<file path="config.mk">
export PLATFORM = sky130hd
export DESIGN_NAME = sbwd_quant
export DESIGN_NICKNAME = d
export VERILOG_FILES = /design/src/rtl/core/sbwd_pkg.sv /design/src/rtl/core/sbwd_quant.sv
export SDC_FILE = /design/constraint.sdc
export NUM_CORES = 1
export LEC_CHECK = 0
export BUFFER_PORTS_ARGS = -buffer_cell sky130_fd_sc_hd__buf_2
export CELL_PAD_IN_SITES_DETAIL_PLACEMENT = 1
export CELL_PAD_IN_SITES_GLOBAL_PLACEMENT = 1
export CORE_MARGIN = 4
export CORE_UTILIZATION = 34
export DETAILED_ROUTE_END_ITERATION = 12
export PLACE_DENSITY_LB_ADDON = 0.1
export SYNTH_ARGS = -nofsm -noshare
export SYNTH_HDL_FRONTEND = slang
export SYNTH_SLANG_ARGS = --single-unit
</file>
<file path="constraint.sdc">
create_clock -name vclk -period 3.1
set_input_delay 0.155 -clock vclk [all_inputs]
set_output_delay 0.155 -clock vclk [all_outputs]
set_load 0.05 [all_outputs]
</file>
<file path="src/rtl/core/sbwd_pkg.sv">
// shared constants and types for the sierra lite black/white ditherer
package sbwd_pkg;

    localparam int LINE_WIDTH_W   = 11;
    localparam int GREY_W         = 8;
    localparam int ERR_W          = 8;
    localparam int HALF_W         = 9;
    localparam int QUARTER_W      = 7;
    localparam int SUM_W          = 11;
    localparam int MAX_WIDTH_DEF  = 1024;
    localparam int LINE_WIDTH_RST = 1024;
    localparam int WHITE_THRESH   = 128;
    localparam int WHITE_LEVEL    = 255;

    typedef struct packed {
        logic                        white;
        logic signed [HALF_W-1:0]    half;
        logic signed [QUARTER_W-1:0] quarter;
    } quant_t;

endpackage

</file>
<file path="src/rtl/core/sbwd_quant.sv">
// threshold of one pixel plus its incoming error, and the error split
module sbwd_quant
    import sbwd_pkg::*;
(
    input  logic [GREY_W-1:0]        grey_level,
    input  logic signed [ERR_W-1:0]  below_err,
    input  logic signed [HALF_W-1:0] right_err,
    output quant_t                   result
);

    logic signed [SUM_W-1:0] pix;
    logic signed [SUM_W-1:0] pix_err;
    logic signed [SUM_W-1:0] half_full;
    logic signed [SUM_W-1:0] quarter_full;
    logic                    white;

    always_comb begin
        pix = SUM_W'(below_err) + SUM_W'(right_err)
            + $signed({{(SUM_W-GREY_W){1'b0}}, grey_level});
        white = (pix >= $signed(SUM_W'(WHITE_THRESH)));
        pix_err = white ? (pix - $signed(SUM_W'(WHITE_LEVEL))) : pix;
        // arithmetic shifts give floor division
        half_full = pix_err >>> 1;
        quarter_full = half_full >>> 1;
        result.white = white;
        result.half = half_full[HALF_W-1:0];
        result.quarter = quarter_full[QUARTER_W-1:0];
    end

endmodule

</file>
==> results of run 1 <==
-- per-stage QoR --
stage / std cells / hold slack [ns] / TNS [ns] / utilization
floorplan: 119 / 0.850 / -1.18 / -
global placement: 198 / 1.13 / 0 / 0.510
detailed placement: 198 / 1.14 / -0.399 / 0.510
CTS: 198 / 1.04 / -0.139 / 0.521
global route: 199 / 1.08 / -0.829 / 0.570
finish: 199 / 1.05 / 0 / 0.570
-- cell usage after synthesis (2+ instances only) --
cell                       number  share of area
sky130_fd_sc_hd__xnor2_1        2          0.017
sky130_fd_sc_hd__nand2_1        4          0.015
sky130_fd_sc_hd__a21o_2         2          0.017
sky130_fd_sc_hd__xor2_1         6          0.051
sky130_fd_sc_hd__o21ai_0        5          0.024
sky130_fd_sc_hd__buf_6          2          0.022
sky130_fd_sc_hd__nand4_1        4          0.024
sky130_fd_sc_hd__nand3_1        2         0.0097
sky130_fd_sc_hd__nor2_1         5          0.018
sky130_fd_sc_hd__buf_4         10          0.073
sky130_fd_sc_hd__ha_1          11           0.13
sky130_fd_sc_hd__nand2b_1       4          0.024
sky130_fd_sc_hd__a21oi_1        9          0.044
sky130_fd_sc_hd__fa_1           9           0.17
sky130_fd_sc_hd__a211oi_1       4          0.029
sky130_fd_sc_hd__inv_1         14          0.051
-- timing repair --
action / in CTS / in global routing
pin swaps: 0 / 10
setup buffers: 0 / 2
gates cloned: 0 / 0
setup endpoints to repair: 10 / 16
gates resized for setup: 11 / 40
endpoints found under the hold margin: 0 / 0
-- worst min-delay path, cell delays in order --
cell and delay (ns):
sky130_fd_sc_hd__buf_2 0.08, sky130_fd_sc_hd__fa_1 0.22, sky130_fd_sc_hd__ha_1 0.15, sky130_fd_sc_hd__mux2_4 0.14, sky130_fd_sc_hd__buf_8 0.13
-- cell families after synthesis --
logic type,share of synthesized area
AOI/OAI and AO/OA,0.253
and+or+nand+nor,0.186
adders and majority gates,0.308
muxes,0.0242
xor gates and xnor gates,0.0835
buffers and inverters,0.145
-- report_power, final --
part           leakage [nW]  total, mW  switching, mW  internal (mW)
combinational         0.737       1.37          0.847          0.523
sequential                0          0              0              0
clock                     0          0              0              0
-- final cells by class --
cell class / count / area (um2) / area share
timing repair buffer: 61 / 437 / 0.271
tap: 31 / 38.8 / 0.0240
inverter: 14 / 52.6 / 0.0326
multi-input combinational: 93 / 1080 / 0.673
-- worst min-delay path by stage --
stage | to | slack [ns]
floorplan | result[7] | 0.85
global placement | result[7] | 1.13
detailed placement | result[7] | 1.14
CTS | result[7] | 1.04
global route | result[7] | 1.08
finish | result[7] | 1.05
-- routing by layer --
metal	routed length [um]	GRT usage	vias up	share of wire
met2	1830	0.296	25	0.59
met3	129	0.00888	0	0.042
li1	-	-	513	-
met4	0	0	0	0
met1	1120	0.160	519	0.36
met5	0	0	-	0
==> flow_summary.html, run 1 <==
<table>
<tr><th>Metric</th><th>Value</th></tr>
<tr><th colspan="2">Global route</th></tr>
<tr><td>All-Layer GR Usage</td><td>0.141</td></tr>
<tr><td>Number of global-route vias before repair</td><td>1131</td></tr>
<tr><td>Global-route wire length before repair</td><td>4840 um</td></tr>
<tr><td>Number of antenna violations at the first check in global routing</td><td>0</td></tr>
<tr><td>Maximum number of pins on one net before global-route repair</td><td>11</td></tr>
<tr><td>Grt total ovfl</td><td>0</td></tr>
<tr><th colspan="2">Detailed routing</th></tr>
<tr><td>Antenna-violating nets left</td><td>0</td></tr>
<tr><td>Overall via count from detail_route</td><td>1057</td></tr>
<tr><td>Drt via density</td><td>5.31</td></tr>
<tr><td>Drt total wl</td><td>3080 um</td></tr>
<tr><td>Length of the first detailed-routing pass in iterations</td><td>4</td></tr>
<tr><td>Count of routing violations after the opening detailed-route iteration</td><td>28</td></tr>
<tr><td>Wire length per cell</td><td>15.5 um</td></tr>
<tr><td>Number of remaining DRC errors</td><td>0</td></tr>
<tr><th colspan="2">Final layout</th></tr>
<tr><td>Fill count</td><td>318</td></tr>
<tr><td>Area grow syn2layout</td><td>56.1%</td></tr>
<tr><td>Commonest cells after routing, fill and taps aside</td><td>25 x sky130_fd_sc_hd__buf_2, 24 x sky130_fd_sc_hd__buf_4, 10 x sky130_fd_sc_hd__inv_1, 10 x sky130_fd_sc_hd__ha_1, 9 x sky130_fd_sc_hd__buf_6</td></tr>
<tr><td>Seq cells</td><td>0</td></tr>
<tr><td>Non-Filler Cell Area, Final</td><td>1610 um2</td></tr>
<tr><td>Sequential cell area</td><td>0 um2</td></tr>
<tr><td>Diodes inserted</td><td>0</td></tr>
<tr><td>Fraction of final layout cells with drive strength greater than 1</td><td>0.619</td></tr>
<tr><td># nets final</td><td>215</td></tr>
<tr><td>Most frequent standard cell in the layout excluding fill and tap cells</td><td>sky130_fd_sc_hd__buf_2</td></tr>
<tr><td>Total of clock buffers placed in the layout</td><td>0</td></tr>
<tr><th colspan="2">Yosys</th></tr>
<tr><td>Mapped cell area</td><td>1030 um2</td></tr>
<tr><td>Mean cell area of the mapped netlist</td><td>8.68 um2</td></tr>
<tr><td>Synth Instances</td><td>119</td></tr>
<tr><td>Synth Warn #</td><td>0</td></tr>
<tr><td>Sequential-to-total area share from yosys stat</td><td>0</td></tr>
<tr><td>Nets in the synthesized netlist</td><td>164</td></tr>
<tr><td>Distinct cell type count after synthesis</td><td>42</td></tr>
<tr><th colspan="2">Critical path</th></tr>
<tr><td>Arrival time reported for the critical path endpoint</td><td>2.90 ns</td></tr>
<tr><td>Crit end category</td><td>output pin</td></tr>
<tr><td>CP Max Fanout</td><td>7</td></tr>
<tr><td>Worst Setup Path Type</td><td>in -&gt; out</td></tr>
<tr><td>Required time of the worst setup path</td><td>2.94 ns</td></tr>
<tr><td>Combined buffer and inverter count along the critical path</td><td>5</td></tr>
<tr><td>Kind of start point of the critical path</td><td>input pin</td></tr>
<tr><td>Slowest cell on the critical path</td><td>sky130_fd_sc_hd__fa_1</td></tr>
<tr><td>CP Cell Sequence</td><td>buf_6 &gt; inv_2 &gt; fa_1 &gt; inv_1 &gt; ha_2 &gt; inv_2 &gt; fa_2 &gt; nand2b_4 &gt; a211oi_2 &gt; a211oi_4 &gt; and3_4 &gt; a21boi_4 &gt; mux2_4 &gt; buf_8</td></tr>
<tr><td>Crit path largest cell delay</td><td>0.46 ns</td></tr>
<tr><td>Critical Path Start</td><td>below_err[1]</td></tr>
<tr><td>Most frequent cell on the critical path</td><td>sky130_fd_sc_hd__inv_2</td></tr>
<tr><td>Stages on the worst setup path</td><td>14</td></tr>
<tr><td>Kind of cell adding the most delay to the critical path</td><td>adder cells</td></tr>
<tr><td>Worst setup endpoint</td><td>result[7]</td></tr>
<tr><th colspan="2">Pwr</th></tr>
<tr><td>Power consumption</td><td>1.37 mW</td></tr>
<tr><td>Cell leakage power</td><td>0.737 nW</td></tr>
<tr><td>Maximum vdd ir drop</td><td>0.369 mV</td></tr>
<tr><td>Cell Pwr Density</td><td>849 nW/um2</td></tr>
<tr><th colspan="2">Min path</th></tr>
<tr><td>Number of cells on the worst hold path</td><td>5</td></tr>
<tr><td>Start point of the worst min-delay path</td><td>right_err[0]</td></tr>
<tr><td>Tightest Hold Check Type</td><td>in -&gt; out</td></tr>
<tr><th colspan="2">Floorplanning</th></tr>
<tr><td>Die Outline Area</td><td>3990 um2</td></tr>
<tr><td>Number of top-level pins</td><td>42</td></tr>
<tr><td>Core Footprint</td><td>2830 um2</td></tr>
<tr><td>Die extent in x</td><td>63.1 um</td></tr>
<tr><td>Number of placement rows</td><td>19</td></tr>
<tr><td>Starting density of the core</td><td>0.365</td></tr>
<tr><td>Overall die height</td><td>63.1 um</td></tr>
<tr><th colspan="2">STA</th></tr>
<tr><td>Fin crit share</td><td>0.985</td></tr>
<tr><td>Relative slew margins</td><td>0.745</td></tr>
<tr><td>Unrepaired setup endpoints after global routing</td><td>true</td></tr>
<tr><td>Count of endpoints failing hold in the final timing report</td><td>0</td></tr>
<tr><td>Final worst setup slack</td><td>0.0450 ns</td></tr>
<tr><td>Final worst path period need</td><td>3.06 ns</td></tr>
<tr><td>Total setup violations reported at the end of the flow</td><td>0</td></tr>
<tr><td>Slew at the pin closest to its max-slew limit</td><td>0.379 ns</td></tr>
<tr><td>Fin. max-slew vios</td><td>0</td></tr>
<tr><td>Upper clock frequency limit</td><td>327 MHz</td></tr>
<tr><th colspan="2">Placement</th></tr>
<tr><td>Worst setup slack after placement</td><td>-0.0695 ns</td></tr>
<tr><td>Sum of net half-perimeters after detailed placement</td><td>2520 um</td></tr>
<tr><td>Post-detailed-placement cell area</td><td>1440 um2</td></tr>
<tr><td># port buffers</td><td>42</td></tr>
<tr><td>Weighted congestion at the end of routability-driven global placement</td><td>0.793</td></tr>
<tr><th colspan="2">Run status</th></tr>
<tr><td>Run status</td><td>finished clean</td></tr>
<tr><th colspan="2">Clocking</th></tr>
<tr><td>Count of hold-fix buffers inserted at cts</td><td>0</td></tr>
<tr><th colspan="2">Run</th></tr>
<tr><td>Maxcap violations</td><td>0</td></tr>
</table>
(Power assumes the default switching activity.)
==> run 2, diff against run 1 <==
- PLACE_DENSITY: not set -> 0.89
- PLACE_DENSITY_LB_ADDON: 0.1 -> not set
==> run 2 against run 1 <==
Net effect: worst setup slack got worse by 0.014 ns; critical path depth decreased by 1; sequential share of layout area unchanged; power increased by 0.96%; non-clock buffer count increased by 1; via count increased by 2.3%; worst hold slack improved by 0.0058 ns; highest routed layer is now met4.
==> flow_summary.html, run 2 (synthesis results as in run 1) <==
<table>
<tr><th>Metric</th><th>Value</th></tr>
<tr><th colspan="2">Run status</th></tr>
<tr><td>Run status</td><td>finished clean</td></tr>
<tr><th colspan="2">Floorplanning</th></tr>
<tr><td>Number of top-level pins</td><td>42 (unchanged)</td></tr>
<tr><td>Die Outline Area</td><td>3990 um2 (unchanged)</td></tr>
<tr><td>Overall die height</td><td>63.1 um (unchanged)</td></tr>
<tr><td>Starting density of the core</td><td>0.365 (unchanged)</td></tr>
<tr><td>Core Footprint</td><td>2830 um2 (unchanged)</td></tr>
<tr><td>Number of placement rows</td><td>19 (unchanged)</td></tr>
<tr><td>Die extent in x</td><td>63.1 um (unchanged)</td></tr>
<tr><th colspan="2">Critical path</th></tr>
<tr><td>CP Max Fanout</td><td>3 (-4)</td></tr>
<tr><td>Crit path largest cell delay</td><td>0.41 ns (-0.05 ns)</td></tr>
<tr><td>Kind of cell adding the most delay to the critical path</td><td>adder cells</td></tr>
<tr><td>Most frequent cell on the critical path</td><td>sky130_fd_sc_hd__inv_1</td></tr>
<tr><td>Combined buffer and inverter count along the critical path</td><td>5 (unchanged)</td></tr>
<tr><td>Crit end category</td><td>output pin</td></tr>
<tr><td>Slowest cell on the critical path</td><td>sky130_fd_sc_hd__fa_1</td></tr>
<tr><td>CP Cell Sequence</td><td>buf_2 &gt; inv_1 &gt; fa_1 &gt; inv_1 &gt; ha_2 &gt; inv_2 &gt; fa_2 &gt; xor2_1 &gt; nor3b_1 &gt; nand4_1 &gt; o21ai_1 &gt; mux2i_2 &gt; buf_6</td></tr>
<tr><td>Worst Setup Path Type</td><td>in -&gt; out</td></tr>
<tr><td>Critical Path Start</td><td>right_err[1]</td></tr>
<tr><td>Required time of the worst setup path</td><td>2.94 ns (about the same)</td></tr>
<tr><td>Kind of start point of the critical path</td><td>input pin</td></tr>
<tr><td>Arrival time reported for the critical path endpoint</td><td>2.91 ns (about the same)</td></tr>
<tr><th colspan="2">Detailed routing</th></tr>
<tr><td>Number of remaining DRC errors</td><td>0 (unchanged)</td></tr>
<tr><td>Count of routing violations after the opening detailed-route iteration</td><td>41 (+46%)</td></tr>
<tr><td>Drt total wl</td><td>3290 um (+6.8%)</td></tr>
<tr><td>Length of the first detailed-routing pass in iterations</td><td>3 (-1)</td></tr>
<tr><td>Drt via density</td><td>5.41 (+1.8%)</td></tr>
<tr><td>Wire length per cell</td><td>16.5 um (+6.2%)</td></tr>
<tr><td>Overall via count from detail_route</td><td>1081 (+2.3%)</td></tr>
<tr><td>Antenna-violating nets left</td><td>0 (unchanged)</td></tr>
<tr><th colspan="2">Pwr</th></tr>
<tr><td>Power consumption</td><td>1.38 mW (+0.96%)</td></tr>
<tr><td>Maximum vdd ir drop</td><td>0.357 mV (-3.2%)</td></tr>
<tr><td>Cell leakage power</td><td>0.746 nW (+1.2%)</td></tr>
<tr><td>Cell Pwr Density</td><td>852 nW/um2 (+0.26%)</td></tr>
<tr><th colspan="2">STA</th></tr>
<tr><td>TNS Setup</td><td>0 ns (unchanged)</td></tr>
<tr><td>Count of endpoints failing hold in the final timing report</td><td>0 (unchanged)</td></tr>
<tr><td>Unrepaired setup endpoints after global routing</td><td>true</td></tr>
<tr><td>Fin crit share</td><td>0.990 (+0.00453)</td></tr>
<tr><td>Total setup violations reported at the end of the flow</td><td>0 (unchanged)</td></tr>
<tr><td>Fin. max-slew vios</td><td>0 (unchanged)</td></tr>
<tr><td>Final worst path period need</td><td>3.07 ns (+0.0141 ns)</td></tr>
<tr><td>Upper clock frequency limit</td><td>326 MHz (-0.46%)</td></tr>
<tr><td>Relative slew margins</td><td>0.714 (-0.0313)</td></tr>
<tr><td>Slew at the pin closest to its max-slew limit</td><td>0.428 ns (+0.0494 ns)</td></tr>
<tr><th colspan="2">Final layout</th></tr>
<tr><td># nets final</td><td>216 (+0.47%)</td></tr>
<tr><td>Seq cells</td><td>0 (unchanged)</td></tr>
<tr><td>Most frequent standard cell in the layout excluding fill and tap cells</td><td>sky130_fd_sc_hd__buf_2</td></tr>
<tr><td>Total of clock buffers placed in the layout</td><td>0 (unchanged)</td></tr>
<tr><td>Fraction of final layout cells with drive strength greater than 1</td><td>0.615 (-0.00366)</td></tr>
<tr><td>Commonest cells after routing, fill and taps aside</td><td>26 x sky130_fd_sc_hd__buf_2, 24 x sky130_fd_sc_hd__buf_4, 11 x sky130_fd_sc_hd__inv_1</td></tr>
<tr><td>Sequential cell area</td><td>0 um2 (unchanged)</td></tr>
<tr><td>Area grow syn2layout</td><td>57.1%</td></tr>
<tr><td>Fill count</td><td>317 (-0.31%)</td></tr>
<tr><td>Diodes inserted</td><td>0 (unchanged)</td></tr>
<tr><th colspan="2">Global route</th></tr>
<tr><td>Number of global-route vias before repair</td><td>1244 (+10%)</td></tr>
<tr><td>All-Layer GR Usage</td><td>0.157 (+0.0163)</td></tr>
<tr><td>Global-route wire length before repair</td><td>5350 um (+11%)</td></tr>
<tr><td>Number of antenna violations at the first check in global routing</td><td>0 (unchanged)</td></tr>
<tr><td>Maximum number of pins on one net before global-route repair</td><td>11 (unchanged)</td></tr>
<tr><td>Grt total ovfl</td><td>0 (unchanged)</td></tr>
<tr><th colspan="2">Placement</th></tr>
<tr><td>Sum of net half-perimeters after detailed placement</td><td>2780 um (+11%)</td></tr>
<tr><td>Weighted congestion at the end of routability-driven global placement</td><td>0.787 (-0.71%)</td></tr>
<tr><td># port buffers</td><td>42 (unchanged)</td></tr>
<tr><th colspan="2">Min path</th></tr>
<tr><td>Tightest Hold Check Type</td><td>in -&gt; out</td></tr>
<tr><td>Start point of the worst min-delay path</td><td>right_err[0]</td></tr>
<tr><th colspan="2">Run</th></tr>
<tr><td>Maxcap violations</td><td>0 (unchanged)</td></tr>
</table>
## run 2: layer usage
| layer | part of all wire | global-route usage | routed length (um) | vias to the layer above |
|---|---|---|---|---|
| li1 | - | - | - | 516 |
| met1 | 0.36 | 0.167 | 1170 | 534 |
| met2 | 0.60 | 0.335 | 1990 | 29 |
| met3 | 0.031 | 0.0107 | 103 | 2 |
| met4 | 0.0076 | 0.0193 | 25 | 0 |
| met5 | 0 | 0 | 0 | - |
## run 2: final timing paths
kind | to | depth (start not counted)
worst min-delay path | result[7] | 5
worst max-delay path | result[6] | 13
## run 2: through the flow
| step | area, um2 | setup WS, ns | utilization | cells | hold WS, ns |
|---|---|---|---|---|---|
| floorplan | 1160 | -0.302 | - | 119 | 0.850 |
| global placement | 1450 | 0.00969 | 0.512 | 199 | 1.12 |
| detailed placement | 1450 | -0.133 | 0.512 | 199 | 1.12 |
| CTS | 1490 | 0.0211 | 0.527 | 199 | 1.06 |
| global route | 1620 | -0.0656 | 0.574 | 200 | 1.11 |
| finish | 1620 | 0.0309 | 0.574 | 200 | 1.05 |
## run 2: area by class of cell
cell class / count / area [um2] / area share
multi-input combinational: 93 / 1090 / 0.674
timing repair buffer: 62 / 438 / 0.270
inverter: 14 / 52.6 / 0.0324
tap: 31 / 38.8 / 0.0239
## run 2: timing repair
action,4_1_cts,5_1_grt
endpoints found under the setup margin,14,16
resized for setup,14,32
hold buffers,0,0
endpoints found under the hold margin,0,0
buffers inserted,0,2
pin swaps,3,2
## run 2: where the power goes
part	switching [mW]	total, mW	leakage, nW	internal, mW
registers	0	0	0	0
clock network	0	0	0	0
logic	0.863	1.38	0.746	0.520
